<file path="src/hw/rtl/assert_macros.svh">
// Assertion macros shared by the complex-to-polar RTL.
// Depends on nothing; included by the modules that carry assertions.
`ifndef ASSERT_MACROS_SVH
`define ASSERT_MACROS_SVH

// A condition that must hold at every clock edge out of reset.
`define C2P_ASSERT_ALWAYS(lbl, ck, rn, cond, msg) \
    lbl: assert property (@(posedge ck) disable iff (!rn) (cond)) else $error(msg);

// A consequent that must hold in the same cycle as its antecedent.
`define C2P_ASSERT_IMPLIES(lbl, ck, rn, ante, cons, msg) \
    lbl: assert property (@(posedge ck) disable iff (!rn) (ante) |-> (cons)) else $error(msg);

// A consequent that must hold in the cycle after its antecedent.
`define C2P_ASSERT_NEXT(lbl, ck, rn, ante, cons, msg) \
    lbl: assert property (@(posedge ck) disable iff (!rn) (ante) |=> (cons)) else $error(msg);

`endif

</file>
<file path="src/hw/rtl/c2p_pkg.sv">
// Package for the complex-to-polar CORDIC: constants, angle table, control struct.
// Depends on nothing; used by every other file of the block but assert_macros.svh.
package c2p_pkg;

    localparam int SAMPLE_WIDTH_DEF    = 16;
    localparam int ROTATION_STAGES_DEF = 16;
    localparam int GUARD_BITS          = 8;
    localparam int ANGLE_W             = 32;
    localparam int MAX_STAGES          = 32;

    // Reciprocal CORDIC gain for infinitely many stages, scaled by 2^32.
    localparam logic [63:0] KINF_Q32 = 64'd2608131496;

    // atan(2^-i)/pi * 2^31, rounded to nearest.
    localparam logic [ANGLE_W-1:0] ATAN_TABLE [MAX_STAGES] = '{
        32'h20000000, 32'h12E4051E, 32'h09FB385B, 32'h051111D4,
        32'h028B0D43, 32'h0145D7E1, 32'h00A2F61E, 32'h00517C55,
        32'h0028BE53, 32'h00145F2F, 32'h000A2F98, 32'h000517CC,
        32'h00028BE6, 32'h000145F3, 32'h0000A2FA, 32'h0000517D,
        32'h000028BE, 32'h0000145F, 32'h00000A30, 32'h00000518,
        32'h0000028C, 32'h00000146, 32'h000000A3, 32'h00000051,
        32'h00000029, 32'h00000014, 32'h0000000A, 32'h00000005,
        32'h00000003, 32'h00000001, 32'h00000001, 32'h00000000
    };

    // Control bits that travel with each request down the pipeline.
    typedef struct packed {
        logic valid;
        logic zero;
    } c2p_ctrl_t;

endpackage

</file>
<file path="src/hw/rtl/c2p_fold.sv">
// Entry stage: folds the sample into the right half plane and scales it up.
// Depends on c2p_pkg.
module c2p_fold
    import c2p_pkg::*;
#(
    parameter int SAMPLE_WIDTH = SAMPLE_WIDTH_DEF,
    parameter int DW           = SAMPLE_WIDTH_DEF + GUARD_BITS + 3
) (
    input  logic                           clk,
    input  logic                           rst_n,
    input  logic                           advance,
    input  logic                           valid,
    input  logic signed [SAMPLE_WIDTH-1:0] re,
    input  logic signed [SAMPLE_WIDTH-1:0] im,
    output c2p_ctrl_t                      ctrl,
    output logic signed [DW-1:0]           x,
    output logic signed [DW-1:0]           y,
    output logic        [ANGLE_W-1:0]      z
);
    c2p_ctrl_t              ctrl_reg, ctrl_next;
    logic signed [DW-1:0]   x_reg, x_next;
    logic signed [DW-1:0]   y_reg, y_next;
    logic [ANGLE_W-1:0]     z_reg, z_next;
    logic signed [DW-1:0]   re_ext;
    logic signed [DW-1:0]   im_ext;

    // A negative real part negates both parts and preloads the angle with pi.
    always_comb
    begin
        re_ext          = DW'(re);
        im_ext          = DW'(im);
        ctrl_next.valid = valid;
        ctrl_next.zero  = (re == '0) && (im == '0);
        if (re[SAMPLE_WIDTH-1])
        begin
            x_next = (-re_ext) <<< GUARD_BITS;
            y_next = (-im_ext) <<< GUARD_BITS;
            z_next = {1'b1, {(ANGLE_W-1){1'b0}}};
        end
        else
        begin
            x_next = re_ext <<< GUARD_BITS;
            y_next = im_ext <<< GUARD_BITS;
            z_next = '0;
        end
    end

    // Control register.
    always_ff @(posedge clk or negedge rst_n)
    begin
        if (!rst_n)
        begin
            ctrl_reg <= '0;
        end
        else if (advance)
        begin
            ctrl_reg <= ctrl_next;
        end
    end

    // Data registers.
    always_ff @(posedge clk)
    begin
        if (advance)
        begin
            x_reg <= x_next;
            y_reg <= y_next;
            z_reg <= z_next;
        end
    end

    assign ctrl = ctrl_reg;
    assign x    = x_reg;
    assign y    = y_reg;
    assign z    = z_reg;
endmodule

</file>
<file path="config.mk">
export PLATFORM = sky130hd
export DESIGN_NAME = c2p_fold
export DESIGN_NICKNAME = d
export VERILOG_FILES = /design/src/hw/rtl/assert_macros.svh /design/src/hw/rtl/c2p_pkg.sv /design/src/hw/rtl/c2p_fold.sv
export SDC_FILE = /design/constraint.sdc
export NUM_CORES = 1
export LEC_CHECK = 0
export BUFFER_PORTS_ARGS = -buffer_cell sky130_fd_sc_hd__buf_4
export CORE_UTILIZATION = 45
export DETAILED_ROUTE_END_ITERATION = 10
export PLACE_DENSITY = 0.79
export SLEW_MARGIN = 20
export SYNTH_ARGS = -nofsm -noshare
export SYNTH_HDL_FRONTEND = slang
export SYNTH_SLANG_ARGS = --single-unit
</file>
<file path="constraint.sdc">
create_clock -name clk -period 0.85 [get_ports clk]
set_input_delay 0.17 -clock clk [delete_from_list [all_inputs] [get_ports clk]]
set_output_delay 0.17 -clock clk [all_outputs]
set_load 0.03 [all_outputs]
</file>
======== Yosys cells after proc, flatten, opt, wreduce, memory -nomap -nowiden ========
Index checks and enable logic that the tools add are counted.
word-level totals
  output and inout bits ................... 88
  logic and storage cells ................. 14
  bits in registers ....................... 88
operators by class
  muxes and demuxes ....................... 3
  reductions and logical operators ........ 3
  add/sub/neg operators ................... 2
operators with widths
  operator                            count
  16-bit negation with 19-bit output  2
  16-bit logical NOT                  2
  32-bit two-way mux                  1
  27-bit two-way mux                  1
  23-bit two-way mux                  1
  1-bit logical AND                   1

======== Longest topological paths before layout ========
  depth in word-level cells ............... 2
  depth in mapped cells ................... 6

======== Worst setup path before layout ========
No wires, ideal clock.
  kind .................................... in2reg
  from .................................... input im[1]
  to ...................................... register y_reg[24], in the netlist y[24] (data pin)
  data arrival time ....................... 1.645 ns
  library setup time ...................... 0.255 ns
  data required time ...................... 0.595 ns
  path buffers ............................ 1
  path slack .............................. -1.050 ns
  stages on the path ...................... 6
  cell sequence ........................... inv_1 -> ha_1 -> or3b_2 -> clkbuf_1 -> or4_4 -> a21bo_2
on the way
  longest elaborated chain between the ends .. 2
ends and longest elaborated chain
  item                                line            RTL
  from (decl)                         c2p_fold.sv:14  input logic signed [SAMPLE_WIDTH-1:0] im,
  16-bit negation with 19-bit output  c2p_fold.sv:37  y_next = (-im_ext) <<< GUARD_BITS;
  27-bit two-way mux                  c2p_fold.sv:34  if (re[SAMPLE_WIDTH-1])
  via y_next[24]                      c2p_fold.sv:22  logic signed [DW-1:0] y_reg, y_next;
  to (signal assigned)                c2p_fold.sv:67  y_reg <= y_next;
  to (decl)                           c2p_fold.sv:22
The timed path passes the listed nets, and every way through them passes these cells.
A chain may end at the register's enable or synchronous reset.

======== Final worst setup path ========
  from .................................... input im[0]
  to ...................................... register y_reg[24], in the netlist y[24] (data pin)
The elaborated chain is that of the path after synthesis.

==> results.json <==
{
  "outcome": "complete, but fails checks",
  "failed_checks": "setup timing",
  "final_cells": 412,
  "drv_slew": 0,
  "timing.fmax_mhz": 635,
  "netlist_area_um2": 2330,
  "critPathCaptureType": "register",
  "cp_max_fo": 3,
  "design_area_um2": 4350,
  "whs_ns": 0.141,
  "required_ns": 0.90,
  "dpl.hpwl_um": 4140,
  "grt_remaining_overflow": 0,
  "ant_nets": 0,
  "rrSetupSlack_ns": -0.07,
  "yosys.area_share.adder": 0.0107,
  "cts_sinks": 41,
  "fill_cells": 182,
  "path_class": "in -> reg",
  "p_per_area_nw_per_um2": 1490,
  "htree_levels": 2,
  "syn_inst": 195,
  "share_seq_of_total_power": 0.394,
  "ys_seq_area_frac": 0.523,
  "vias": 2260,
  "fin_nets": 382,
  "cts_tree": "built",
  "wirelength_um": 9310,
  "maxCapViolCount": 0,
  "viasPerCell": 5.49,
  "min_path_type": "in -> reg",
  "dp_cells": 384,
  "p_int_mw": 4.30,
  "crit_arrival_ns": 1.63,
  "clock_latency_ns": 0.29,
  "peakVddDrop_mv": 1.04,
  "antennaDiodeCount": 0,
  "numCtsBuffers": 5,
  "io_buffers": 76,
  "grt_pass1_wl_um": 10500,
  "gp_congestion": 0.821,
  "period_needed_ns": 1.57,
  "drt_pass1_iterations": 5,
  "die_h_um": 74.0,
  "leakagePower_nw": 1.87,
  "synthMuxAreaShare": 0.00482,
  "dieWidth_um": 74.0,
  "yosysUniqueCellTypes": 32,
  "startpoint_type": "input port",
  "antenna_found_initial": 0,
  "switching_share": 0.337,
  "ios": 124,
  "grt_max_degree": 16,
  "clk_pin_slew_ns": 0.08,
  "clockBufferDepth": 2,
  "synth-compound-area-share": 0.0975,
  "syn-mean-instance-area_um2": 12.0,
  "async_flop_share": 0.0488,
  "synth-simple-area-share": 0.0857,
  "ys.flop_type": "edfxtp_1",
  "synth_top_area_frac": 0.502,
  "yosysWarnings": 0,
  "synth_edf_count": 39,
  "clock_skew_ns": 0,
  "placed_cell_area_um2": 3470,
  "p_clk_frac": 0.247,
  "ys_ff_latch": 41,
  "fin_ws_ns": -0.724,
  "synth.largest_area_cell": "edfxtp_1",
  "rows": 25,
  "wire_per_inst_um": 22.6,
  "core_um2": 4850,
  "hold_viol": 0,
  "fin_tns_setup_ns": -19.26,
  "combPwrFrac": 0.359,
  "critical_path.max_stage_delay_ns": 0.58,
  "drive_above_1_share": 0.609,
  "synthTopCellsByArea": "edfxtp_1 50%, buf_4 15%, xnor2_1 7.5%, o41ai_1 3.4%, xor2_1 2.6%",
  "path_cells": "buf_12, inv_12, ha_4, or3b_4, or4_4, a21bo_2",
  "cp_slowest_cell": "or4_4",
  "area_growth_pct": 86.2,
  "die_area_um2": 5480,
  "fin_util": 0.897,
  "drc": 0,
  "switchingPower_mw": 2.18,
  "start_util": 0.482,
  "rsz0062_at_grt": "yes",
  "synth_xor_area_frac": 0.101,
  "grt_pass1_vias": 2059,
  "setup_viol": 72,
  "period_share": 1.85,
  "synth_top_family_by_area": "buffers and inverters",
  "grt_use_total": 0.268,
  "cts-root-buf": "clkbuf_8",
  "drt_iter0_markers": 175
}
per-layer routing:
layer	up-vias	GRT usage	part of all wire
met2	185	0.526	0.53
met1	1113	0.279	0.34
met5	-	0	0
met4	0	0.126	0.054
li1	917	-	-
met3	45	0.0352	0.072
metrics by stage:
stage,worst slack (ns),power [mW]
floorplan,-0.943,3.74
global placement,-1.01,4.32
detailed placement,-1.02,4.36
CTS,-0.654,6.21
global route,-0.716,6.63
finish,-0.724,6.48
cells in the final DEF (no fill, tap or decap), types with 3 or more instances in the layout:
cell	instances
buf_12	8
buf_4	64
buf_6	72
buf_8	3
clkbuf_8	5
conb_1	50
edfxtp_1	39
nand2_1	4
nor2_1	4
nor4_4	4
o31ai_4	4
o41ai_4	9
or4_4	6
xnor2_1	18
xor2_1	7
Yosys cell counts, types with 3 or more instances:
library cell,instances
buf_4,47
edfxtp_1,39
xnor2_1,20
o41ai_1,9
clkbuf_1,7
xor2_1,7
o21ai_0,6
nand2_1,5
nor2_1,5
o31ai_1,5
or4_1,5
inv_1,4
nor4_1,4
a41oi_1,3
nand2b_1,3
or3_1,3
layout make-up:
| type | instances | area, um2 | share of cell area |
|---|---|---|---|
| tap | 67 | 83.8 | 0.0193 |
| timing repair buffer | 148 | 1510 | 0.347 |
| inverter | 5 | 55.1 | 0.0127 |
| multi-input combinational | 143 | 1370 | 0.315 |
| sequential | 41 | 1220 | 0.281 |
| clock inverter | 3 | 41.3 | 0.00950 |
| clock buffer | 5 | 68.8 | 0.0158 |
worst paths after layout:
path | end | cells past startpoint | startpoint
max | y[24] | 6 | im[0]
min reg2reg | ctrl[0] | 2 | ctrl[0]
min | ctrl[1] | 2 | valid
max in group asynchronous | ctrl[1] | 2 | rst_n
min in group asynchronous | ctrl[1] | 2 | rst_n
max reg2reg | ctrl[1] | 2 | ctrl[1]
power groups by stage:
stage	logic (mW)	registers (mW)	clock network, mW
CTS	2.08	2.54	1.59
finish	2.33	2.55	1.60
detailed placement	1.81	2.55	0
floorplan	0.792	2.95	0
global placement	1.78	2.54	0
global route	2.39	2.57	1.67
critical path, delay by kind of cell:
family | cells | cell delay [ns]
simple gates | 2 | 0.97
fa+ha+maj | 1 | 0.11
compound gates | 1 | 0.22
buf+inv | 2 | 0.15
logic make-up after synthesis:
logic type	after synthesis
other	1
adder cells (fa/ha/maj)	2
AO/OA/AOI/OAI	30
XOR/XNOR	27
multiplexers	1
buffers and inverters	60
AND/OR/NAND/NOR	33
flip-flops	41
timing repair:
item | in CTS | in global routing
endpoints found under the hold margin | 2 | 0
gates resized for setup | 93 | 31
setup buffers | 9 | 14
endpoints found under the setup margin | 68 | 70
pin swaps | 18 | 23
hold buffers | 1 | 0
Power figures use the tool's default switching activity.
