$ cat src/hw/rtl/assert_macros.svh
// Assertion macros shared by the complex-to-polar RTL.
// Depends on nothing; included by the modules that carry assertions.
`ifndef ASSERT_MACROS_SVH
`define ASSERT_MACROS_SVH

// A condition that must hold at every clock edge out of reset.
`define C2P_ASSERT_ALWAYS(lbl, ck, rn, cond, msg) \
    lbl: assert property (@(posedge ck) disable iff (!rn) (cond)) else $error(msg);

// A consequent that must hold in the same cycle as its antecedent.
`define C2P_ASSERT_IMPLIES(lbl, ck, rn, ante, cons, msg) \
    lbl: assert property (@(posedge ck) disable iff (!rn) (ante) |-> (cons)) else $error(msg);

// A consequent that must hold in the cycle after its antecedent.
`define C2P_ASSERT_NEXT(lbl, ck, rn, ante, cons, msg) \
    lbl: assert property (@(posedge ck) disable iff (!rn) (ante) |=> (cons)) else $error(msg);

`endif

$ cat src/hw/rtl/c2p_pkg.sv
// Package for the complex-to-polar CORDIC: constants, angle table, control struct.
// Depends on nothing; used by every other file of the block but assert_macros.svh.
package c2p_pkg;

    localparam int SAMPLE_WIDTH_DEF    = 16;
    localparam int ROTATION_STAGES_DEF = 16;
    localparam int GUARD_BITS          = 8;
    localparam int ANGLE_W             = 32;
    localparam int MAX_STAGES          = 32;

    // Reciprocal CORDIC gain for infinitely many stages, scaled by 2^32.
    localparam logic [63:0] KINF_Q32 = 64'd2608131496;

    // atan(2^-i)/pi * 2^31, rounded to nearest.
    localparam logic [ANGLE_W-1:0] ATAN_TABLE [MAX_STAGES] = '{
        32'h20000000, 32'h12E4051E, 32'h09FB385B, 32'h051111D4,
        32'h028B0D43, 32'h0145D7E1, 32'h00A2F61E, 32'h00517C55,
        32'h0028BE53, 32'h00145F2F, 32'h000A2F98, 32'h000517CC,
        32'h00028BE6, 32'h000145F3, 32'h0000A2FA, 32'h0000517D,
        32'h000028BE, 32'h0000145F, 32'h00000A30, 32'h00000518,
        32'h0000028C, 32'h00000146, 32'h000000A3, 32'h00000051,
        32'h00000029, 32'h00000014, 32'h0000000A, 32'h00000005,
        32'h00000003, 32'h00000001, 32'h00000001, 32'h00000000
    };

    // Control bits that travel with each request down the pipeline.
    typedef struct packed {
        logic valid;
        logic zero;
    } c2p_ctrl_t;

endpackage

$ cat src/hw/rtl/c2p_if.sv


interface c2p_polar_if
    import c2p_pkg::*;
#(
    parameter int SAMPLE_WIDTH = SAMPLE_WIDTH_DEF
) ();
    logic                           valid;
    logic                           ready;
    logic        [SAMPLE_WIDTH-1:0] magnitude;
    logic signed [SAMPLE_WIDTH-1:0] phase;

    modport source (output valid, output magnitude, output phase, input ready);
    modport sink   (input valid, input magnitude, input phase, output ready);
endinterface

$ cat src/hw/rtl/c2p_skid.sv
// Output buffer: output register plus skid register, so the pipeline never sees
// the receiver's ready combinationally. Depends on c2p_pkg, c2p_if and assert_macros.svh.
`include "assert_macros.svh"

module c2p_skid
    import c2p_pkg::*;
#(
    parameter int SAMPLE_WIDTH = SAMPLE_WIDTH_DEF
) (
    input  logic                           clk,
    input  logic                           rst_n,
    input  logic                           up_valid,
    input  logic [SAMPLE_WIDTH-1:0]        up_magnitude,
    input  logic signed [SAMPLE_WIDTH-1:0] up_phase,
    output logic                           up_ready,
    c2p_polar_if.source                    polar
);
    logic                           out_valid_reg, out_valid_next;
    logic [SAMPLE_WIDTH-1:0]        out_mag_reg, out_mag_next;
    logic signed [SAMPLE_WIDTH-1:0] out_phase_reg, out_phase_next;
    logic                           skid_valid_reg, skid_valid_next;
    logic [SAMPLE_WIDTH-1:0]        skid_mag_reg, skid_mag_next;
    logic signed [SAMPLE_WIDTH-1:0] skid_phase_reg, skid_phase_next;
    logic                           up_fire;
    logic                           out_free;

    assign up_ready = !skid_valid_reg;
    assign up_fire  = up_valid && up_ready;
    assign out_free = !out_valid_reg || polar.ready;

    // The output register refills from the skid register first, then from upstream.
    always_comb
    begin
        out_valid_next  = out_valid_reg;
        out_mag_next    = out_mag_reg;
        out_phase_next  = out_phase_reg;
        skid_valid_next = skid_valid_reg;
        skid_mag_next   = skid_mag_reg;
        skid_phase_next = skid_phase_reg;
        if (out_free)
        begin
            skid_valid_next = 1'b0;
            if (skid_valid_reg)
            begin
                out_valid_next = 1'b1;
                out_mag_next   = skid_mag_reg;
                out_phase_next = skid_phase_reg;
            end
            else
            begin
                out_valid_next = up_fire;
                out_mag_next   = up_magnitude;
                out_phase_next = up_phase;
            end
        end
        else if (up_fire)
        begin
            skid_valid_next = 1'b1;
            skid_mag_next   = up_magnitude;
            skid_phase_next = up_phase;
        end
    end

    // Control registers.
    always_ff @(posedge clk or negedge rst_n)
    begin
        if (!rst_n)
        begin
            out_valid_reg  <= 1'b0;
            skid_valid_reg <= 1'b0;
        end
        else
        begin
            out_valid_reg  <= out_valid_next;
            skid_valid_reg <= skid_valid_next;
        end
    end

    // Data registers.
    always_ff @(posedge clk)
    begin
        out_mag_reg    <= out_mag_next;
        out_phase_reg  <= out_phase_next;
        skid_mag_reg   <= skid_mag_next;
        skid_phase_reg <= skid_phase_next;
    end

    assign polar.valid     = out_valid_reg;
    assign polar.magnitude = out_mag_reg;
    assign polar.phase     = out_phase_reg;

    // The skid register only ever holds a request behind a full output register.
    `C2P_ASSERT_IMPLIES(a_skid_behind_out, clk, rst_n, skid_valid_reg, out_valid_reg, "skid full while output empty")
    // The skid register fills only when the output register was stalled.
    `C2P_ASSERT_IMPLIES(a_skid_fill, clk, rst_n, $rose(skid_valid_reg), $past(out_valid_reg && !polar.ready), "skid filled without a stall")
endmodule

$ cat src/flat_wrapper.sv
// flat-port wrapper written by rule: the top's interface ports become plain ports
module c2p_skid_flat import c2p_pkg::*;
#(
    parameter int SAMPLE_WIDTH = SAMPLE_WIDTH_DEF
)
  (clk, rst_n, up_valid, up_magnitude, up_phase, up_ready, polar_valid, polar_magnitude, polar_phase, polar_ready);
  c2p_polar_if #(.SAMPLE_WIDTH(SAMPLE_WIDTH)) polar_i ();
  input  logic clk;
  input  logic rst_n;
  input  logic up_valid;
  input  logic [SAMPLE_WIDTH-1:0] up_magnitude;
  input  logic signed [SAMPLE_WIDTH-1:0] up_phase;
  output logic up_ready;
  output wire logic [$bits(polar_i.valid)-1:0] polar_valid;
  output wire logic [$bits(polar_i.magnitude)-1:0] polar_magnitude;
  output wire logic [$bits(polar_i.phase)-1:0] polar_phase;
  input wire logic [$bits(polar_i.ready)-1:0] polar_ready;
  assign polar_valid = polar_i.valid;
  assign polar_magnitude = polar_i.magnitude;
  assign polar_phase = polar_i.phase;
  assign polar_i.ready = polar_ready;
  c2p_skid #(.SAMPLE_WIDTH(SAMPLE_WIDTH)) u_core (.clk(clk), .rst_n(rst_n), .up_valid(up_valid), .up_magnitude(up_magnitude), .up_phase(up_phase), .up_ready(up_ready), .polar(polar_i));
endmodule
$ cat config.mk
export PLATFORM = sky130hd
export DESIGN_NAME = c2p_skid_flat
export DESIGN_NICKNAME = d
export VERILOG_FILES = /design/src/hw/rtl/c2p_pkg.sv /design/src/hw/rtl/c2p_if.sv /design/src/hw/rtl/c2p_skid.sv /design/src/flat_wrapper.sv
export VERILOG_INCLUDE_DIRS = /design/src /design/src/hw/rtl
export SDC_FILE = /design/constraint.sdc
export NUM_CORES = 1
export LEC_CHECK = 0
export BUFFER_PORTS_ARGS = -buffer_cell sky130_fd_sc_hd__buf_2
export CORE_UTILIZATION = 53
export CTS_BUF_LIST = sky130_fd_sc_hd__clkbuf_8
export DETAILED_ROUTE_END_ITERATION = 7
export PLACE_DENSITY = 0.82
export SLEW_MARGIN = 15
export SYNTH_ARGS = -nofsm -noshare
export SYNTH_HDL_FRONTEND = slang
export SYNTH_SLANG_ARGS = --single-unit
$ cat constraint.sdc
create_clock -name clk -period 11.02 [get_ports clk]
set_input_delay 2.204 -clock clk [delete_from_list [all_inputs] [get_ports clk]]
set_output_delay 2.204 -clock clk [all_outputs]
set_load 0.01 [all_outputs]
# Word level (Yosys, flattened, before mapping)

Index checks and enable logic that the tools add are counted.

Flip-flop bits (word level): 66
Bits in latches: 0
Memory bits (writable): 0
Memory bits (read-only): 0
Input port bits: 36
Output and inout port bits: 34
Logic and storage cells: 18
Memories: 0

$add $sub $neg: 0
$mul: 0
Divide/modulo/power cells: 0
Magnitude comparators: 0
Equal/unequal tests: 0
Shifts and indexed selects: 0
Mux-type cells: 5
Bitwise gates (word level): 1
Reduce and logical (&&, ||, !) cells: 6

Operator list:

| cell                | count |
|---|---|
| $mux W16            | 2 |
| $mux W1             | 3 |
| $logic_not A1 Y1    | 2 |
| $reduce_and A2 Y1   | 1 |
| $reduce_bool A2 Y1  | 1 |
| $logic_and A1 B1 Y1 | 1 |
| $logic_or A1 B1 Y1  | 1 |
| $not A1 Y1          | 1 |

# Depth between registers and ports, before layout

Word-level depth: 4
Mapped depth: 4
Gate-level depth less buffers: 2

# Least setup slack after synthesis

Ideal clock, no wire load.

Path type: input to register
Start point: input polar_ready
End point: register u_core.skid_mag_reg[0] (enable)
Setup time: 0.468 ns
Arrival time: 5.511 ns
Required time: 10.552 ns
Slack: 5.041 ns
Stages on the path: 2
Path through: nand2b_1 nor3b_1

Cells in the longest elaborated chain, start to end: 3

Ends and longest elaborated chain:

| element                     | RTL line           | source |
|---|---|---|
| start, declared             | flat_wrapper.sv:17 | `input wire logic [$bits(polar_i.ready)-1:0] polar_ready;` |
| $logic_or A1 B1 Y1          | c2p_skid.sv:29     | `assign out_free = !out_valid_reg \|\| polar.ready;` |
| $not A1 Y1 (no line)        | n/a                |  |
| $reduce_and A2 Y1 (no line) | n/a                |  |
| end signal, assigned        | c2p_skid.sv:84     | `skid_mag_reg <= skid_mag_next;` |
| end, declared               | c2p_skid.sv:22     | `logic [SAMPLE_WIDTH-1:0] skid_mag_reg, skid_mag_next;` |

Every way passes these cells.
A chain may end at the register's enable or synchronous reset.

# Worst setup path after layout

Start point: register u_core.skid_valid_reg
End point: output up_ready

Cells in the longest elaborated chain, start to end: 1

Ends and longest elaborated chain:

| element                | RTL line           | source |
|---|---|---|
| start, declared        | c2p_skid.sv:21     | `logic skid_valid_reg, skid_valid_next;` |
| start signal, assigned | c2p_skid.sv:75     | `skid_valid_reg <= skid_valid_next;` |
| $logic_not A1 Y1       | c2p_skid.sv:27     | `assign up_ready = !skid_valid_reg;` |
| end, declared          | flat_wrapper.sv:13 | `output logic up_ready;` |

Every way passes these cells.

==> impl_metrics.py <==
metrics = {
    "placement": {
        "hpwlAfterDp_mm": 2.52,
        "place_congestion": 0.680,
        "io_buffers": 69,
        "dpl_worst_slack_ps": 6960,
    },
    "power": {
        "swShare_pct": 20.6,
        "ir_drop_mv": 0.110,
        "power_density_nw_per_um2": 179,
        "p_comb_share_pct": 9.3,
        "pwr-share-seq_pct": 55.2,
        "p_sw_uw": 114,
        "p_leak_uw": 0.00125,
        "internal_power_uw": 439,
        "clockPowerShare_pct": 35.5,
    },
    "route": {
        "avgViaCountPerCell": 5.10,
        "vias": 1233,
        "drc": 6,
        "drtPass1Iterations": 7,
        "first_iter_violations": 102,
        "post_drt_wl_per_cell_um": 15.9,
        "drtAntennaViolNets": 0,
        "wl_mm": 3.84,
    },
    "die": {
        "num_rows": 24,
        "ios": 70,
        "coreArea_um2": 4470,
        "dieArea_um2": 5050,
        "die_w_um": 71.1,
        "initial_utilization_pct": 56.5,
        "die_h_um": 71.1,
    },
    "yosys": {
        "synthMostInstantiatedCell": "edfxtp_1",
        "synth_top_cell_by_area": "edfxtp_1",
        "seq_area_frac_synth_pct": 78.0,
        "synthTopCellsByCount": "64 x edfxtp_1, 27 x mux2_4, 5 x mux2_2",
        "synthArstFlopShare_pct": 3.03,
        "netlist_instances": 108,
        "yosys_warnings": 0,
        "avgSynthCellArea_um2": 23.4,
        "synth_cell_types": 12,
        "ys_ff_latch": 66,
        "synth_flop_cell": "edfxtp_1",
        "syn_area_um2": 2530,
        "synth_area_leaders": "edfxtp_1 76%, mux2_4 16%, mux2_2 2.2%",
        "yosysTopAreaCellShare_pct": 76.0,
        "synth_edf_count": 64,
        "synth.net_count": 144,
    },
    "worst_hold_path": {
        "hp-class": "register to register",
        "hold_depth": 1,
    },
    "clock_tree": {
        "cts_tree": "built",
        "postCtsHoldBufs": 0,
        "htree_levels": 3,
        "cts-root-buf": "clkbuf_8",
        "clock_latency_ps": 330,
        "max-clock-path-buffers": 2,
        "ctsResizeCount": 0,
        "cts_buffers": 9,
        "clock-sinks": 66,
        "cts_setup_buffers": 0,
        "path_clk_slew_ps": 70,
    },
    "sta": {
        "slew_viol_final": 0,
        "clock_skew_ps": 7.13,
        "setup-tns-final_ps": 0,
        "min_period_ps": 3810,
        "relSlewSlack_pct": 33.0,
        "setup_viol": 0,
        "hold_viol_final": 0,
        "final.period_utilization_pct": 34.6,
        "rsz0062_at_grt": "false",
        "worstMarginPinSlew_ps": 1010,
        "worst_slack_ps": 7210,
        "timing.fmax_mhz": 262,
    },
    "final_layout": {
        "final.fill_count": 287,
        "seq_area_um2": 1970,
        "syn2layout_area_growth_pct": 22.1,
        "fin_nets": 221,
        "multiInputGateArea_um2": 494,
        "diodes": 0,
        "drive_above_1_share_pct": 62.1,
    },
    "critical_path": {
        "cp_max_fo": 35,
        "start_kind": "register",
        "arrival_ps": 1610,
        "cp-end-kind": "primary output",
        "worstSetupPathType": "register to primary output",
        "cp.required_ps": 8820,
        "r2r_cells": 3,
    },
    "global_routing": {
        "grt_overflow_total": 0,
        "grt_pass1_vias": 1259,
        "track_usage_pct": 17.0,
        "grt_max_degree": 36,
        "grt_pass1_wl_mm": 6.09,
        "antenna_found_initial": 0,
    },
    "outcome": {
        "violations": "design-rule violations",
        "status": "complete, but fails checks",
    },
    "run": {
        "cap_viol_max_count": 0,
    },
}
-- layer usage --
layer	GRT usage (%)	routed length [um]	part of all wire, %
met1	20.8	1580	41
met2	25.4	1860	48
met3	9.54	360	9.4
met4	6.67	41	1.1
met5	0	0	0
-- through the flow --
stage / std cells / area (um2) / hold slack [ps] / power [uW] / utilization (%)
after floorplan: 108 / 2530 / 523 / 343 / -
after global placement: 226 / 2890 / 530 / 361 / 64.6
after detailed placement: 226 / 2890 / 534 / 363 / 64.6
after CTS: 242 / 3090 / 541 / 558 / 69.0
after global routing: 242 / 3090 / 549 / 575 / 69.0
final: 242 / 3090 / 542 / 553 / 69.0
-- power by group through the flow --
stage | logic [uW] | clock network, uW | registers [uW]
after global placement | 50.3 | 0 | 310
final | 51.3 | 196 | 305
after CTS | 52.1 | 200 | 306
after detailed placement | 52.2 | 0 | 311
after floorplan | 29.6 | 0 | 313
after global routing | 55.3 | 213 | 307
-- worst max-delay path: stages, from the launching register on --
cell,delay (ps)
dfrtp_2,1030
inv_1,80
buf_2,170
-- cells in the final DEF, fill, tap and decap left out --
cell type,n
clkinv_2,1
buf_2,69
nor3b_2,1
nand2_1,1
buf_4,1
dfrtp_2,1
dfrtp_1,1
edfxtp_1,64
clkbuf_8,11
mux2_2,5
clkinv_1,1
inv_1,3
nand2b_2,1
mux2_4,27
bufinv_16,1
nor2_1,2
-- path summary, 6_finish.rpt --
check	slack [ps]	from	to
setup / recovery	7210	u_core.skid_valid_reg	up_ready
hold / removal	540	u_core.skid_phase_reg[2]	u_core.polar.phase[2]
setup reg to reg	9070	u_core.polar.valid	u_core.skid_mag_reg[4]
hold reg to reg	540	u_core.skid_phase_reg[2]	u_core.polar.phase[2]
max in group asynchronous	9260	rst_n	u_core.skid_valid_reg
min in group asynchronous	1650	rst_n	u_core.skid_valid_reg
-- logic make-up (layout without fill, tap and decap cells) --
family / after synthesis / after routing / synth area share (%)
buffers and inverters: 5 / 87 / 2.77
AND/OR/NAND/NOR: 5 / 5 / 0.990
multiplexers: 32 / 32 / 18.3
flip-flops: 66 / 66 / 78.0
-- layout make-up --
class | instances | share of cell area, %
clock inverter | 5 | 1.50
clock buffer | 11 | 4.90
sequential | 66 | 63.9
multi-input combinational | 37 | 16.0
inverter | 1 | 0.122
tap | 52 | 2.11
timing repair buffer | 70 | 11.4
Note: power is estimated with default switching activity, not from simulation.
