**config.mk**
```make
export PLATFORM = sky130hd
export DESIGN_NAME = c2p_scale
export DESIGN_NICKNAME = d
export VERILOG_FILES = /design/src/hw/rtl/c2p_pkg.sv /design/src/hw/rtl/c2p_scale.sv
export VERILOG_INCLUDE_DIRS = /design/src /design/src/hw/rtl
export SDC_FILE = /design/constraint.sdc
export NUM_CORES = 1
export LEC_CHECK = 0
export ABC_AREA = 1
export BUFFER_PORTS_ARGS = -buffer_cell sky130_fd_sc_hd__clkbuf_2
export CAP_MARGIN = 20
export CORE_ASPECT_RATIO = 0.75
export CORE_MARGIN = 2
export CORE_UTILIZATION = 60
export DETAILED_ROUTE_END_ITERATION = 16
export PLACE_DENSITY = 0.76
export SKIP_LAST_GASP = 1
export SYNTH_ARGS = -nofsm -noshare
export SYNTH_HDL_FRONTEND = slang
export SYNTH_SLANG_ARGS = --single-unit
```
**constraint.sdc**
```tcl
create_clock -name clk -period 5 [get_ports clk]
set_clock_uncertainty 0.2 [all_clocks]
set_input_delay 0.5 -clock clk [delete_from_list [all_inputs] [get_ports clk]]
set_output_delay 0.5 -clock clk [all_outputs]
set_load 0.05 [all_outputs]
```
**src/hw/rtl/assert_macros.svh**
```systemverilog
// Assertion macros shared by the complex-to-polar RTL.
// Depends on nothing; included by the modules that carry assertions.
`ifndef ASSERT_MACROS_SVH
`define ASSERT_MACROS_SVH

// A condition that must hold at every clock edge out of reset.
`define C2P_ASSERT_ALWAYS(lbl, ck, rn, cond, msg) \
    lbl: assert property (@(posedge ck) disable iff (!rn) (cond)) else $error(msg);

// A consequent that must hold in the same cycle as its antecedent.
`define C2P_ASSERT_IMPLIES(lbl, ck, rn, ante, cons, msg) \
    lbl: assert property (@(posedge ck) disable iff (!rn) (ante) |-> (cons)) else $error(msg);

// A consequent that must hold in the cycle after its antecedent.
`define C2P_ASSERT_NEXT(lbl, ck, rn, ante, cons, msg) \
    lbl: assert property (@(posedge ck) disable iff (!rn) (ante) |=> (cons)) else $error(msg);

`endif

```
**src/hw/rtl/c2p_pkg.sv**
```systemverilog
// Package for the complex-to-polar CORDIC: constants, angle table, control struct.
// Depends on nothing; used by every other file of the block but assert_macros.svh.
package c2p_pkg;

    localparam int SAMPLE_WIDTH_DEF    = 16;
    localparam int ROTATION_STAGES_DEF = 16;
    localparam int GUARD_BITS          = 8;
    localparam int ANGLE_W             = 32;
    localparam int MAX_STAGES          = 32;

    // Reciprocal CORDIC gain for infinitely many stages, scaled by 2^32.
    localparam logic [63:0] KINF_Q32 = 64'd2608131496;

    // atan(2^-i)/pi * 2^31, rounded to nearest.
    localparam logic [ANGLE_W-1:0] ATAN_TABLE [MAX_STAGES] = '{
        32'h20000000, 32'h12E4051E, 32'h09FB385B, 32'h051111D4,
        32'h028B0D43, 32'h0145D7E1, 32'h00A2F61E, 32'h00517C55,
        32'h0028BE53, 32'h00145F2F, 32'h000A2F98, 32'h000517CC,
        32'h00028BE6, 32'h000145F3, 32'h0000A2FA, 32'h0000517D,
        32'h000028BE, 32'h0000145F, 32'h00000A30, 32'h00000518,
        32'h0000028C, 32'h00000146, 32'h000000A3, 32'h00000051,
        32'h00000029, 32'h00000014, 32'h0000000A, 32'h00000005,
        32'h00000003, 32'h00000001, 32'h00000001, 32'h00000000
    };

    // Control bits that travel with each request down the pipeline.
    typedef struct packed {
        logic valid;
        logic zero;
    } c2p_ctrl_t;

endpackage

```
**src/hw/rtl/c2p_scale.sv**
```systemverilog
// Back end: gain compensation of the magnitude and rounding of both results.
// Depends on c2p_pkg and assert_macros.svh.
`include "assert_macros.svh"

module c2p_scale
    import c2p_pkg::*;
#(
    parameter int SAMPLE_WIDTH    = SAMPLE_WIDTH_DEF,
    parameter int ROTATION_STAGES = ROTATION_STAGES_DEF,
    parameter int DW              = SAMPLE_WIDTH_DEF + GUARD_BITS + 3
) (
    input  logic                           clk,
    input  logic                           rst_n,
    input  logic                           advance,
    input  c2p_ctrl_t                      ctrl_in,
    input  logic signed [DW-1:0]           x_in,
    input  logic [ANGLE_W-1:0]             z_in,
    output c2p_ctrl_t                      ctrl_out,
    output logic [SAMPLE_WIDTH-1:0]        magnitude,
    output logic signed [SAMPLE_WIDTH-1:0] phase
);
    localparam int HW  = DW - 16;
    localparam int PHW = HW + 32;
    localparam int MW  = DW + 1;
    localparam int GAIN_SHIFT = (ROTATION_STAGES >= 20) ? 0 : 2 * ROTATION_STAGES;
    localparam logic [63:0] GAIN_FULL = (ROTATION_STAGES >= 20) ? KINF_Q32 :
        KINF_Q32 + (64'd2 * KINF_Q32) / (64'd3 << GAIN_SHIFT);
    localparam logic [31:0] GAIN = GAIN_FULL[31:0];
    localparam logic [MW:0] ROUND_HALF = (MW+1)'(1) << (GUARD_BITS - 1);

    c2p_ctrl_t                ctrl_s1_reg, ctrl_s2_reg, ctrl_s3_reg;
    logic [PHW-1:0]           p_hi_reg, p_hi_next;
    logic [47:0]              p_lo_reg, p_lo_next;
    logic [ANGLE_W-1:0]       z_s1_reg, z_s2_reg;
    logic [MW-1:0]            mag_raw_reg, mag_raw_next;
    logic [SAMPLE_WIDTH-1:0]  mag_reg, mag_next;
    logic [SAMPLE_WIDTH-1:0]  phase_reg, phase_next;
    logic [PHW:0]             prod;
    logic [MW:0]              mag_rnd;
    logic [SAMPLE_WIDTH-1:0]  phase_rnd;

    // First stage: the two partial products of x times the gain.
    always_comb
    begin
        p_hi_next = PHW'(x_in[DW-1:16]) * PHW'(GAIN);
        p_lo_next = 48'(x_in[15:0]) * 48'(GAIN);
    end

    // Second stage: sum the partial products and drop 32 fraction bits.
    always_comb
    begin
        prod         = {1'b0, p_hi_reg} + (PHW+1)'(p_lo_reg[47:16]);
        mag_raw_next = prod[PHW:16];
    end

    // Phase rounds half up to its top bits and wraps.
    generate
        if (SAMPLE_WIDTH >= ANGLE_W)
        begin : g_phase_full
            assign phase_rnd = SAMPLE_WIDTH'(z_s2_reg);
        end
        else
        begin : g_phase_round
            logic [ANGLE_W-1:0] z_rnd;
            assign z_rnd     = z_s2_reg + (ANGLE_W'(1) << (ANGLE_W - 1 - SAMPLE_WIDTH));
            assign phase_rnd = z_rnd[ANGLE_W-1 -: SAMPLE_WIDTH];
        end
    endgenerate

    // Third stage: drop the guard bits with rounding, saturate, force zero input.
    always_comb
    begin
        mag_rnd = {1'b0, mag_raw_reg} + ROUND_HALF;
        if (mag_rnd[MW:GUARD_BITS+SAMPLE_WIDTH] != '0)
        begin
            mag_next = '1;
        end
        else
        begin
            mag_next = mag_rnd[GUARD_BITS+SAMPLE_WIDTH-1:GUARD_BITS];
        end
        phase_next = ctrl_s2_reg.zero ? '0 : phase_rnd;
    end

    // Control registers.
    always_ff @(posedge clk or negedge rst_n)
    begin
        if (!rst_n)
        begin
            ctrl_s1_reg <= '0;
            ctrl_s2_reg <= '0;
            ctrl_s3_reg <= '0;
        end
        else if (advance)
        begin
            ctrl_s1_reg <= ctrl_in;
            ctrl_s2_reg <= ctrl_s1_reg;
            ctrl_s3_reg <= ctrl_s2_reg;
        end
    end

    // Data registers.
    always_ff @(posedge clk)
    begin
        if (advance)
        begin
            p_hi_reg    <= p_hi_next;
            p_lo_reg    <= p_lo_next;
            z_s1_reg    <= z_in;
            mag_raw_reg <= mag_raw_next;
            z_s2_reg    <= z_s1_reg;
            mag_reg     <= mag_next;
            phase_reg   <= phase_next;
        end
    end

    assign ctrl_out  = ctrl_s3_reg;
    assign magnitude = mag_reg;
    assign phase     = phase_reg;

    // A zero sample must leave the back end as zero magnitude and zero phase.
    `C2P_ASSERT_IMPLIES(a_zero_result, clk, rst_n, ctrl_s3_reg.valid && ctrl_s3_reg.zero, (mag_reg == '0) && (phase_reg == '0), "zero sample gave non-zero result")
endmodule

```
After elaboration in Yosys (flattened, before gate mapping)
Index checks and enable logic that the tools add are counted.
{"block": "classes", "n_addsub": 3, "multipliers": 2, "reduce_logical": 1}
{"op": "$mul A16 B29 Y45 const B", "count": 1}
{"op": "$add A43 B32 Y44", "count": 1}
{"op": "$mul A11 B29 Y40 const B", "count": 1}
{"op": "$add A32 B16 Y32 const B", "count": 1}
{"op": "$add A28 B8 Y29 const B", "count": 1}
{"op": "$reduce_bool A5 Y1", "count": 1}
{"block": "totals", "reg_bits": 215, "in_bits": 64, "out_inout_bits": 34, "wordCells": 19}

Longest topological paths before layout
Gate-level depths: netlist of the first run.
{"block": "logic_depth", "word_depth": 2, "mapped_depth": 29, "mapped_depth_nobuf": 29}

Least setup slack after synthesis of the first run
Ideal clock, no wire load.
{"block": "synth_timing", "kind": "in2reg", "startpoint": "input x_in[8]", "endpoint": "register p_lo_reg[32], data pin", "setup_time_ns": 0.252, "t_arrival_ns": 4.850, "required_ns": 4.548, "slack_ns": -0.303, "path_stages": 21, "n_path_buf": 0, "path_cell_list": "ha_1 > inv_1 > fa_1 > fa_1 > inv_1 > fa_1 > fa_1 > inv_1 > fa_1 > inv_1 > ha_1 > nand2_1 > inv_1 > a21oi_1 > nor2_1 > nor2_1 > nand3_1 > nand2_1 > nand2_1 > nand2_1 > nand2_1"}
{"block": "synth_via", "elab_chain_cells": 1}
{"item": "start, declared", "line": "c2p_scale.sv:16", "source": "input logic signed [DW-1:0] x_in,"}
{"item": "$mul A16 B29 Y45", "line": "c2p_scale.sv:46", "source": "p_lo_next = 48'(x_in[15:0]) * 48'(GAIN);"}
{"item": "net p_lo_next[32]", "line": "c2p_scale.sv:33", "source": "logic [47:0] p_lo_reg, p_lo_next;"}
{"item": "end signal, assigned", "line": "c2p_scale.sv:108", "source": "p_lo_reg <= p_lo_next;"}
{"item": "end, declared", "line": "c2p_scale.sv:33"}
The timed path passes the listed nets, and every way through them passes these cells.
A chain may end at the register's enable or synchronous reset.

Final worst setup path of the first run
{"block": "layout_timing", "startpoint": "input x_in[5]", "endpoint": "register p_lo_reg[40], data pin"}
The elaborated chain is that of the path after synthesis.

==> results of run 1 <==
cell usage after synthesis:
cell and count:
nor2_1 248, or2_2 13, edfxtp_1 156, clkbuf_1 2, nor3_1 20, and2_1 2
a21oi_1 116, o21bai_1 21, o21a_2 1, nand2_1 707, dfrtp_1 6, nor2_2 2
nor4_1 4, and3_1 4, inv_1 709, a21oi_2 1, a31oi_1 3, nor3b_1 1
fa_1 280, a21boi_0 1, a211oi_1 1, a21o_1 8, nand3_1 113, buf_6 2
o21ai_0 51, nand2_2 2, xnor2_1 17, xor2_1 40, ha_1 303, o21a_1 1
o21ai_4 1, mux2_2 2, nor2_4 1, nand4_1 23, nand3_2 5, nand3b_1 10
metal layers:
layer / routed length [um] / vias up / track usage, %
met4: 1440 / 2 / 7.04
met2: 31800 / 1132 / 53.4
met1: 32600 / 10100 / 53.5
li1: - / 9754 / -
met5: 99 / - / 1.80
met3: 9700 / 133 / 14.8
what timing repair did:
action	4_1_cts	5_1_grt
cloned	0	0
resized for setup	162	203
buffers inserted	16	21
endpoints found under the hold margin	6	0
hold buffers	1	0
pin swaps	97	128
endpoints found under the setup margin	29	47
through the flow:
step	TNS [ns]	area, um2	setup WS, ns	hold WS (ns)	instances
2_1_floorplan	-0.419	23900	-0.0655	0.00441	2877
3_3_place_gp	-23.59	27200	-0.750	0.124	3767
3_5_place_dp	-26.65	27200	-0.754	0.132	3767
4_1_cts	-0.937	28600	-0.124	0.0193	3816
5_1_grt	-5.37	29500	-0.276	0.00941	3837
6_report	-2.88	29500	-0.192	0.0263	3837
how the worst min path moves through the flow:
| stage | startpoint | to | slack [ns] |
|---|---|---|---|
| floorplan | rst_n | ctrl_out[0] | 0.004 |
| global placement | rst_n | ctrl_out[0] | 0.12 |
| detailed placement | rst_n | ctrl_out[1] | 0.13 |
| CTS | z_in[29] | z_s1_reg[29] | 0.02 |
| global route | z_in[29] | z_s1_reg[29] | 0.009 |
| finish | z_in[29] | z_s1_reg[29] | 0.03 |
cells in the final DEF (no fill, tap or decap), types with 27 or more instances in the layout:
cell	instances
xor2_1	34
fa_1	253
nand2_1	621
fa_2	27
nor2_4	29
clkbuf_2	67
nor2_2	27
a21oi_1	83
buf_4	313
nand2_2	59
ha_4	46
nand2_4	27
ha_1	246
nand3_1	88
inv_2	33
o21ai_0	42
nor2_1	195
inv_1	673
edfxtp_1	156
critical path, delay by kind of cell:
kind / cells / cell delay [ns]
AOI/OAI and AO/OA: 1 / 0.08
adders and majority gates: 7 / 3.00
buffers and inverters: 7 / 0.69
and+or+nand+nor: 9 / 0.90
area by class of cell:
class                   count  share of cell area (%)
well taps                 512                    2.17
inverters                 709                    9.03
clock inverters            12                   0.436
flip-flops and latches    162                    16.4
clock buffers              20                    1.69
repair buffers            420                    10.8
multi-input cells        2002                    59.5
logic make-up after synthesis:
group,share of synthesized area [%]
AND/OR/NAND/NOR,20.2
flip-flops,20.8
adder cells (fa/ha/maj),40.4
multiplexers,0.0967
buffers and inverters,11.6
AO/OA/AOI/OAI,4.85
XOR/XNOR,2.14
==> metrics.cfg, run 1 <==
[sta]
worst_slew_pin_slew_ns = 0.766
setup_violations = 26
final-hold-violation-count = 0
min_period_ns = 5.19
fin_crit_sh_pct = 104
setup_ws_ns = -0.192
fmax_mhz = 193
slew_headroom_pct = 48.9
rsz0062_at_grt = true
finalMaxSlewViolations = 0

[final_layout]
multi_input_area_um2 = 17600
seqCellArea_um2 = 4830
syn_to_final_growth_pct = 26.9
fillers = 2581
largest_register_ffs = 40
num-nets-final = 3959
num_antenna_cells = 0
final_core_util_pct = 77.3
drive_gt1_share_pct = 24.4

[cts]
cts-root-buf = clkbuf_16
cts_buffers = 17
clk_pin_slew_ns = 0.08
cts.sink_count = 162
htreeDepth = 4
cts_tree = built
clk_latency_ns = 0.45
cts_buffer_depth = 2

[setup_path]
cp-end-kind = register
r2r_start = p_hi_reg[5]
start_kind = input port
ff2ff_path_depth = 10
worstPathMaxFanout = 4
cp_slowest_stage_delay_ns = 0.57
startpoint = x_in[5]
required_ns = 5.00
crit_end = p_lo_reg[40]
critical_path_arrival_ns = 5.20
crit_path_top_delay_cell = fa_1
crit_type = in2reg
r2r_slack_ns = 2.47
cp_cell_sequence = clkbuf_16 > ha_4 > buf_4 > fa_1 > buf_4 > ha_1 > fa_1 > fa_1 > inv_1 > fa_1 > inv_1 > ha_1 > nand2_1 > nand2_1 > inv_1 > nand2_1 > inv_1 > o21ai_1 > nand2_1 > nand3_4 > nand2_2 > nand2_1 > nand2_1 > nand2_1
crit_path_frequent_cell = nand2_1
rr_endpoint = mag_raw_reg[14]

[global_route]
grt_max_degree = 88
grt.total_usage_pct = 37.3
grt_pass1_wl_um = 113000
first_global_vias = 20700
antenna_found_initial = 0
grt-ovfl-total = 0

[detailed_routing]
num_vias = 21100
drt_first_pass_iters = 5
drc = 0
wirelength_um = 75700
wl_per_cell_um = 19.7
antenna_left = 0
drtIter0Drc = 2061
viasPerCell = 5.51

[floorplan]
start_util_pct = 60.9
coreArea_um2 = 38200
io_pins = 98
die_h_um = 175
die-area_um2 = 40400
die_w_um = 231
num_rows = 62

[logic_synthesis]
avgSynthCellArea_um2 = 8.09
synth_seq_cells = 162
synth_area_um2 = 23300
synth.net_count = 3524
synth.top_cell.area_share_pct = 24.1
synth_top_area_cell = fa_1
yosys-top-cells-area = fa_1 (24%), edfxtp_1 (20%), ha_1 (16%), inv_1 (11%), nand2_1 (11%)
syn_inst = 2877
yosysWarnings = 0
ys_seq_area_share_pct = 20.8
synth_cell_types = 36

[hold_path]
hp-class = in2reg
holdPathStages = 1

[status]
violations = setup timing
status = finished, violations left

[placed_design]
gp_congestion = 1.02
dp_hpwl_um = 62400
numPortBuffers = 82

[job]
drv_cap = 0

Power of run 1 is not shown: default switching activity piles up to over one toggle a cycle in this logic, so the estimate is an artifact.
==> run 2, diff against run 1 <==
--- a/config.mk
+++ b/config.mk
@@ -7,7 +7,7 @@
 export NUM_CORES = 1
 export LEC_CHECK = 0
 export ABC_AREA = 1
-export BUFFER_PORTS_ARGS = -buffer_cell sky130_fd_sc_hd__clkbuf_2
+export BUFFER_PORTS_ARGS = -buffer_cell sky130_fd_sc_hd__buf_2
 export CAP_MARGIN = 20
 export CORE_ASPECT_RATIO = 0.75
 export CORE_MARGIN = 2
==> metrics.cfg, run 2 (synthesized netlist as in run 1, its figures left out) <==
[status]
status = finished, violations left
violations = setup timing

[setup_path]
required_ns = 5.00  ; about the same
worstPathMaxFanout = 7  ; +3
cp_cell_sequence = buf_8 > fa_2 > xor2_4 > ha_4 > inv_4 > fa_1 > inv_2 > fa_2 > fa_1 > inv_2 > fa_1 > inv_2 > ha_4 > nand2_4 > buf_12 > nor2_4 > buf_4 > a21oi_2 > nor2_1 > nor2_1 > nand2_1 > nand2_1 > nand2_1
crit_path_top_delay_cell = fa_2
critical_path_arrival_ns = 5.18  ; -0.02 ns
cp-end-kind = register
crit_type = in2reg
cp_slowest_stage_delay_ns = 0.64  ; +0.07 ns
start_kind = input port

[detailed_routing]
num_vias = 20900  ; -1.2%
drc = 0  ; unchanged
wirelength_um = 74300  ; -1.7%
viasPerCell = 5.45  ; -0.99%
wl_per_cell_um = 19.4  ; -1.5%
drt_first_pass_iters = 6  ; +1
antenna_left = 0  ; unchanged
drtIter0Drc = 1943  ; -5.7%

[placed_design]
gp_congestion = 1.05  ; +2.8%
numPortBuffers = 82  ; unchanged
dp_hpwl_um = 62100  ; -0.55%

[final_layout]
num-nets-final = 3949  ; -0.25%
seqCellArea_um2 = 4830  ; unchanged
fillers = 2719  ; +5.3%
layout_common_cells = inv_1 (675), nand2_1 (617), buf_4 (313)
layout_commonest_cell = inv_1
drive_gt1_share_pct = 23.6  ; -0.83 points
largest_register_ffs = 40  ; unchanged
syn_to_final_growth_pct = 25.6
multi_input_area_um2 = 17400  ; -0.97%
num_antenna_cells = 0  ; unchanged

[global_route]
grt_max_degree = 69  ; -22%
first_global_vias = 20300  ; -2.0%
grt.total_usage_pct = 36.7  ; -0.61 points
grt-ovfl-total = 0  ; unchanged
grt_pass1_wl_um = 112000  ; -1.6%
antenna_found_initial = 0  ; unchanged

[cts]
cts.sink_count = 162  ; unchanged
clk_pin_slew_ns = 0.07  ; about the same
cts_buffer_depth = 2  ; unchanged
htreeDepth = 4  ; unchanged
clk_latency_ns = 0.45  ; about the same
cts_buffers = 17  ; unchanged
cts_tree = built
cts-root-buf = clkbuf_16

[floorplan]
die-area_um2 = 40400  ; unchanged
start_util_pct = 60.9  ; unchanged
die_h_um = 175  ; unchanged
num_rows = 62  ; unchanged
io_pins = 98  ; unchanged
die_w_um = 231  ; unchanged
coreArea_um2 = 38200  ; unchanged

[sta]
fmax_mhz = 193  ; +0.21%
rsz0062_at_grt = true
setup_violations = 25  ; -3.8%
worst_slew_pin_slew_ns = 0.671  ; -0.0949 ns
final-hold-violation-count = 0  ; unchanged
fin_crit_sh_pct = 104  ; -0.22 points
min_period_ns = 5.18  ; -0.0108 ns
finalMaxSlewViolations = 0  ; unchanged
hold_ws_ns = 0.0285  ; +0.00223 ns
setup_ws_ns = -0.181  ; +0.0108 ns
slew_headroom_pct = 55.3  ; +6.3 points

[hold_path]
hp-class = in2reg

[job]
drv_cap = 0  ; unchanged

-- run 2: worst paths after layout --
| check | to | depth (start not counted) | start | slack, ns |
|---|---|---|---|---|
| max | p_lo_reg[40] | 23 | x_in[14] | -0.18 |
| min | z_s1_reg[29] | 1 | z_in[29] | 0.03 |
| max reg2reg | mag_raw_reg[14] | 10 | p_hi_reg[5] | 2.40 |
| min reg2reg | z_s2_reg[23] | 0 | z_s1_reg[23] | 0.22 |
| max in group asynchronous | ctrl_s2_reg[0] | 2 | rst_n | 4.26 |
| min in group asynchronous | ctrl_out[1] | 2 | rst_n | 0.20 |
-- run 2: area by class of cell --
cell class              instances  area share (%)
clock inverters                13           0.458
well taps                     512            2.19
inverters                     709            9.14
clock buffers                  19            1.59
repair buffers                410            10.5
flip-flops and latches        162            16.5
multi-input cells            2002            59.6
-- run 2: worst max-delay path, delay by kind of cell --
family / cells / cell delay (ns)
buffers and inverters: 7 / 0.63
XOR/XNOR: 1 / 0.19
adder cells (fa/ha/maj): 7 / 3.11
AND/OR/NAND/NOR: 7 / 0.57
AO/OA/AOI/OAI: 1 / 0.19
-- run 2: repair_timing --
item | 4_1_cts | 5_1_grt
buffers inserted | 11 | 9
pin swaps | 96 | 105
gates resized for setup | 180 | 142
hold endpoints to repair | 6 | 0
hold buffers | 1 | 0
setup endpoints to repair | 28 | 42
-- run 2: metrics by stage --
stage / util [%] / worst slack [ns] / instance area, um2 / cells / TNS, ns
2_1_floorplan: - / -0.0655 / 23900 / 2877 / -0.419
3_3_place_gp: 71.3 / -0.731 / 27300 / 3774 / -21.71
3_5_place_dp: 71.3 / -0.855 / 27300 / 3774 / -25.78
4_1_cts: 74.9 / -0.122 / 28700 / 3818 / -0.958
5_1_grt: 76.5 / -0.296 / 29200 / 3827 / -5.21
6_report: 76.5 / -0.181 / 29200 / 3827 / -2.46
-- run 2: routing by layer --
layer  global-route usage, %  wire [um]
met1                    55.8      33200
met2                    52.7      31200
met4                    6.37       1170
met5                       0          0
met3                    10.2       8790
Power of run 2 is left out for the same reason.
